==> src/rtl/core/ptl_pkg.sv <==
// shared types, widths and state codes for the path tail truncation core
`default_nettype none

package ptl_pkg;

    // path storage
    localparam int MAX_POSES = 1024;
    localparam int ADDR_W    = $clog2(MAX_POSES);
    localparam int CNT_W     = $clog2(MAX_POSES + 1);

    // field widths
    localparam int COORD_W = 24;
    localparam int KEPT_W  = 11;
    localparam int DIST_W  = 32;

    // arithmetic widths
    localparam int ABS_W      = COORD_W;
    localparam int SQ_W       = 2 * ABS_W;
    localparam int RAD_W      = 2 * ((SQ_W + 2) / 2);
    localparam int ROOT_W     = RAD_W / 2;
    localparam int REM_W      = ROOT_W + 3;
    localparam int SQRT_ITER  = RAD_W / 2;
    localparam int SQRT_CNT_W = $clog2(SQRT_ITER);
    localparam int SUM_W      = 40;

    // configuration port
    localparam int APB_AW = 2;
    localparam int APB_DW = 32;
    localparam logic [APB_AW-1:0] REG_TAIL_ADDR = '0;
    localparam logic [DIST_W-1:0] TAIL_DIST_RESET = DIST_W'(256);

    // request payload
    typedef struct packed {
        logic signed [COORD_W-1:0] pos_x;
        logic signed [COORD_W-1:0] pos_y;
        logic                      is_last;
    } t_req;

    // result payload
    typedef struct packed {
        logic [KEPT_W-1:0] kept_count;
        logic              overflowed;
    } t_res;

    // one stored pose
    typedef struct packed {
        logic signed [COORD_W-1:0] x;
        logic signed [COORD_W-1:0] y;
    } t_pose;

    // sequencer states
    typedef enum logic [3:0] {
        S_IDLE,
        S_START,
        S_LOAD,
        S_FETCH,
        S_DIFF,
        S_SQX,
        S_SQY,
        S_ROOT,
        S_WAIT,
        S_ACC,
        S_DONE
    } t_state;

endpackage

`default_nettype wire

==> src/rtl/core/ptl_isqrt.sv <==
// iterative floor square root, one result bit per cycle
`default_nettype none

module ptl_isqrt
    import ptl_pkg::*;
(
    input  wire logic              i_clk,
    input  wire logic              i_rst_n,
    input  wire logic              i_start,
    input  wire logic [RAD_W-1:0]  i_rad,
    output logic                   o_done,
    output logic [ROOT_W-1:0]      o_root
);

    logic                  r_busy, n_busy;
    logic                  r_done, n_done;
    logic [SQRT_CNT_W-1:0] r_cnt, n_cnt;
    logic [RAD_W-1:0]      r_rad, n_rad;
    logic [REM_W-1:0]      r_rem, n_rem;
    logic [ROOT_W-1:0]     r_root, n_root;
    logic [REM_W-1:0]      rem_sh;
    logic [REM_W-1:0]      trial;

    // one digit step: bring down two radicand bits, try to subtract
    always_comb begin
        rem_sh = {r_rem[REM_W-3:0], r_rad[RAD_W-1 -: 2]};
        trial  = REM_W'({r_root, 2'b01});
        n_busy = r_busy;
        n_done = 1'b0;
        n_cnt  = r_cnt;
        n_rad  = r_rad;
        n_rem  = r_rem;
        n_root = r_root;
        if (i_start) begin
            n_busy = 1'b1;
            n_cnt  = SQRT_CNT_W'(SQRT_ITER - 1);
            n_rad  = i_rad;
            n_rem  = '0;
            n_root = '0;
        end else if (r_busy) begin
            n_rad = {r_rad[RAD_W-3:0], 2'b00};
            if (rem_sh >= trial) begin
                n_rem  = rem_sh - trial;
                n_root = {r_root[ROOT_W-2:0], 1'b1};
            end else begin
                n_rem  = rem_sh;
                n_root = {r_root[ROOT_W-2:0], 1'b0};
            end
            if (r_cnt == '0) begin
                n_busy = 1'b0;
                n_done = 1'b1;
            end else begin
                n_cnt = r_cnt - 1'b1;
            end
        end
    end

    // control registers
    always_ff @(posedge i_clk) begin
        if (!i_rst_n) begin
            r_busy <= 1'b0;
            r_done <= 1'b0;
        end else begin
            r_busy <= n_busy;
            r_done <= n_done;
        end
    end

    // datapath registers
    always_ff @(posedge i_clk) begin
        r_cnt  <= n_cnt;
        r_rad  <= n_rad;
        r_rem  <= n_rem;
        r_root <= n_root;
    end

    assign o_done = r_done;
    assign o_root = r_root;

endmodule

`default_nettype wire

==> config.mk <==
export PLATFORM = sky130hd
export DESIGN_NAME = ptl_isqrt
export DESIGN_NICKNAME = d
export VERILOG_FILES = /design/src/rtl/core/ptl_pkg.sv /design/src/rtl/core/ptl_isqrt.sv
export SDC_FILE = /design/constraint.sdc
export NUM_CORES = 1
export LEC_CHECK = 0
export BUFFER_PORTS_ARGS = -buffer_cell sky130_fd_sc_hd__buf_2
export CAP_MARGIN = 20
export CELL_PAD_IN_SITES_DETAIL_PLACEMENT = 0
export CELL_PAD_IN_SITES_GLOBAL_PLACEMENT = 1
export CORE_MARGIN = 2
export CORE_UTILIZATION = 46
export CTS_CLUSTER_DIAMETER = 100
export DETAILED_ROUTE_END_ITERATION = 7
export PLACE_DENSITY = 0.77
export SLEW_MARGIN = 15
export SYNTH_ARGS = -nofsm -noshare
export SYNTH_HDL_FRONTEND = slang
export SYNTH_SLANG_ARGS = --single-unit
==> constraint.sdc <==
create_clock -name i_clk -period 3.1 [get_ports i_clk]
set_clock_uncertainty 0.2 [all_clocks]
set_input_delay 0.62 -clock i_clk [delete_from_list [all_inputs] [get_ports i_clk]]
set_output_delay 0.62 -clock i_clk [all_outputs]
set_load 0.05 [all_outputs]
; Yosys cells after proc, flatten, opt, wreduce, memory -nomap -nowiden
; Cells that the tools add are included.
; Widths: inputs -> output; s select.
[totals]
reg_bits = 108
in_bits = 53
out_inout_bits = 26
word_cells = 24
[op_classes]
add_sub_neg = 2
magnitude_cmp = 1
mux = 8
bitwise_logic = 3
n_reduce_logical = 4
[ops]
columns = operator, count
row1 = $mux 50, 2
row2 = $ge 28x27->1, 1
row3 = $mux 26, 1
row4 = $sub 26x26->26, 1
row5 = $logic_not 5->1, 1
row6 = $mux 1, 5
row7 = $sub 5x1->5 const B, 1
row8 = $not 1->1, 3
row9 = $reduce_or 3->1, 1
row10 = $reduce_and 2->1, 1
row11 = $reduce_bool 2->1, 1

; Depth between registers and ports, before layout
[logic_depth]
depth_word = 4
ltp_mapped = 13
depth_no_buf = 11

; Worst setup path before layout
; Ideal clock, no wire load.
[synth_timing]
kind = register to register
startpoint = register r_root[0], in the netlist o_root[0]
endpoint = register r_rem[10]
arrival_time_ps = 2859
t_required_ps = 2763
path_slack_ps = -96
path_stages_with_launch = 14
n_path_buf = 2
cell_sequence = dfxtp_1 inv_1 ha_1 nor2b_4 o21ai_2 a21oi_2 a2111oi_4 o221ai_2 o21ai_2 a21o_1 buf_6 buf_12 mux2i_1 a211oi_1
[synth_between]
elab_chain_cells = 2
elab_cells_between_ends = 3
classes_between = add/sub: 1 / order compare: 1 / mux: 1
[synth_rtl]
columns = element, line_no
row1 = from (decl), ptl_isqrt.sv:20  ; logic [ROOT_W-1:0] r_root, n_root;
row2 = from (signal assigned), ptl_isqrt.sv:74  ; r_root <= n_root;
row3 = $sub 26x26->26 or $ge 28x27->1 (tied branches), "ptl_isqrt.sv:43, ptl_isqrt.sv:42"
row4 = $mux 26 (*), ptl_isqrt.sv:42  ; if (rem_sh >= trial) begin
row5 = to (signal assigned), ptl_isqrt.sv:73  ; r_rem <= n_rem;
row6 = to (decl), ptl_isqrt.sv:19  ; logic [REM_W-1:0] r_rem, n_rem;
; Mark *: on every way between the ends. The rest lies on a longest branch, timed or not.
; A chain may end at the register's enable or synchronous reset.

; Worst setup path after layout
[layout_timing]
startpoint = register r_root[8], in the netlist o_root[8]
endpoint = register r_rem[21]
; Same word-level chain as after synthesis.

==> results.md <==
- Core area: between 10000 and 15000 um2
- CP max FO: 5
- Worst slack at placement: roughly 0.08 ns
- CP Data Arrival Time: approximately 3 ns
- CTS hold repair buffers: 0
- Area contributors post-synth: edfxtp_1 26%, dfxtp_1 20%, mux2_2 9.3%
- CTS tree: built
- Die width: between 100 and 150 um
- Worst skew pair latency: ~0.36 ns
- DP Area: 6390 um2
- I/O Buffers: 78
- Die height: roughly 120 um
- Die Area: about 14000 um2
- Largest net degree at the start of global routing: between 40 and 50
- VDD IR max: slightly above 0.0008 V
- Area Growth Syn to Fin: 16.5%
- Remaining antenna violation count after routing: 0
- RSZ-0062 raised after global routing: false
- H-Tree Depth: 3
- Min-delay worst type: reg2reg
- Vias in the first global route: around 4000
- Design Area, Final: between 6000 and 7000 um2
- Min Clock Period, post-route: 2.90 ns
- Iteration-0 DRC Markers: 191
- Post-CTS setup-driven buffer insertion count: 0
- Final hold vios: 0
- Post-Syn Nets: about 630
- Worst-path clk slew: around 0.07 ns
- Final WS setup: between 0.15 and 0.2 ns
- Vias per cell: between 5 and 6
- Total negative slack: 0 ns
- Setup violators final: 0
- Commonest cells post-synth: 60 x nor2_1, 58 x dfxtp_1, 50 x edfxtp_1, 48 x mux2_2, 44 x mux2i_1
- Routed length per instance: approximately 15 um
- Final HPWL DP: slightly above 8000 um
- Cell Pwr Density: approximately 1100 nW/um2
- Starting Density: 46.5%
- Post-synth EDFFs: 50
- Clock Tree Buf Depth: 2
- Top-area cell type share of the netlist area: about 26%
- CP Launch Type: flop
- Slew @ Worst Pin: 0.628 ns
- Pleak: 2.82 nW
- Layout cells sized above 1: around 27%
- Highest clock rate: 0.345 GHz
- Yosys reg bits: approximately 110
- # resized after CTS: 0
- Clock sinks: ~110
- Async set-or-reset flop fraction in the synthesized netlist: 0%
- Core Rows: 41
- Period utilization: just over 90%
- CP Capture Type: flop
- I/O pins: 79
- Slew Limit Headroom: between 50% and 60%
- Ys flop type: dfxtp_1
- WL final: 11600 um
- Sequential fraction of the synthesis area: about 46%
- Max-cap violations: 0
- Post-Syn Area per Cell: approximately 11 um2
- Total gr overflow: 0
- Routability congestion estimate: about 0.87
- Diodes inserted: 0
- Crit path required time: around 3.2 ns
- Routed vias: roughly 4200
- Syn Inst Count: about 550
- Num CTS Buffers: 9
- Antenna violations before repair: 0
- Overall Global Routing Usage: ~18%
- Most frequent cell after synthesis: nor2_1
- Synth warnings: 0
- CP Class: reg2reg
- DRT Pass-1 Iters: 4
- Slew Limit Fails: 0
- Nets: approximately 700
- First-pass GRT wire length: 18700 um
- DRC: 0
- Mapped Area: slightly below 6000 um2
- Status: complete, no violations
- Count of cell types in the netlist: 52
- Root Driver: clkbuf_16
- Synth area leader: edfxtp_1
==> cell usage in the layout (no fill, tap or decap), types with 2 or more instances in the layout <==
cell type,instances
o21ai_0,14
a211oi_1,17
nor2b_1,5
nand4_1,2
a2111oi_4,2
o21ai_2,2
nor2_1,60
edfxtp_1,50
and2_1,3
dfxtp_1,55
inv_6,4
mux2_2,48
nand2b_1,3
and3_1,4
or3_1,5
a22oi_1,2
xor2_1,3
dfxtp_2,3
nor3_1,5
o31ai_1,4
buf_12,2
mux2i_1,43
inv_1,37
xnor2_1,21
a21oi_1,17
o311ai_0,4
nand3_1,7
a21o_1,11
o211ai_1,2
ha_1,28
buf_2,77
o21a_1,6
clkbuf_16,11
nor4_1,2
nand2_1,31
buf_4,11
o21bai_1,5
==> worst paths after layout <==
check             depth (start not counted)   endpoint  slack [ns]  startpoint
hold / removal                            1   r_cnt[4]        0.27    r_cnt[4]
hold reg to reg                           1   r_cnt[4]        0.27    r_cnt[4]
setup reg to reg                         11  r_rem[21]        0.20   o_root[8]
setup / recovery                         11  r_rem[21]        0.20   o_root[8]
==> metrics by stage <==
step	total power [mW]	hold slack, ns	utilization, %	std cells
after detailed placement	5.69	0.250	51.2	782
after global routing	7.85	0.292	54.2	800
final	7.34	0.272	54.2	800
after global placement	5.66	0.238	51.2	782
after floorplan	5.10	0.227	-	548
after CTS	6.84	0.267	53.5	798
==> critical path: stages, from the launching register on <==
cell and delay (ns):
dfxtp_1 0.38, inv_1 0.06, ha_1 0.35, and2_1 0.20, a221o_1 0.31, a22o_1 0.25
and4bb_2 0.34, o21bai_1 0.11, a21oi_1 0.25, xnor2_1 0.15, mux2i_1 0.08, o21ai_0 0.15
==> kinds of logic (layout without fill, tap and decap cells) <==
family	count (synthesis)	count (layout)	synth area share [%]
AND/OR/NAND/NOR	130	130	10.1
flip-flops	108	108	45.9
AO/OA/AOI/OAI	100	100	12.5
multiplexers	92	92	16.9
buffers and inverters	66	146	4.88
adder cells (fa/ha/maj)	28	28	6.04
XOR/XNOR	24	24	3.62
==> flip-flops by register name (all words and copies together) (netlist names) <==
signal	count
o_root	25
o_done	1
r_rem	26
r_rad	50
r_busy	1
r_cnt	5
==> layout make-up <==
class | instances | area, um2
Fill cell | 1136 | 5710
Multi-Input combinational cell | 374 | 2890
Sequential cell | 108 | 2670
Timing Repair Buffer | 92 | 558
Clock buffer | 10 | 229
Tap cell | 172 | 215
Inverter | 38 | 143
Clock inverter | 6 | 53.8
==> power by group <==
| part | leakage (nW) | total [mW] | internal, mW | switching, mW |
|---|---|---|---|---|
| logic | 1.71 | 4.37 | 2.19 | 2.18 |
| registers | 0.978 | 1.85 | 1.72 | 0.137 |
| clock network | 0.136 | 1.11 | 0.563 | 0.550 |
==> metal layers <==
metal | vias to the layer above | routed length [um] | GRT usage [%]
met5 | - | 0 | 0
met4 | 0 | 189 | 6.90
met3 | 13 | 692 | 5.66
met2 | 97 | 5310 | 27.8
met1 | 1949 | 5420 | 23.0
li1 | 2115 | - | -
(Power assumes the default switching activity.)
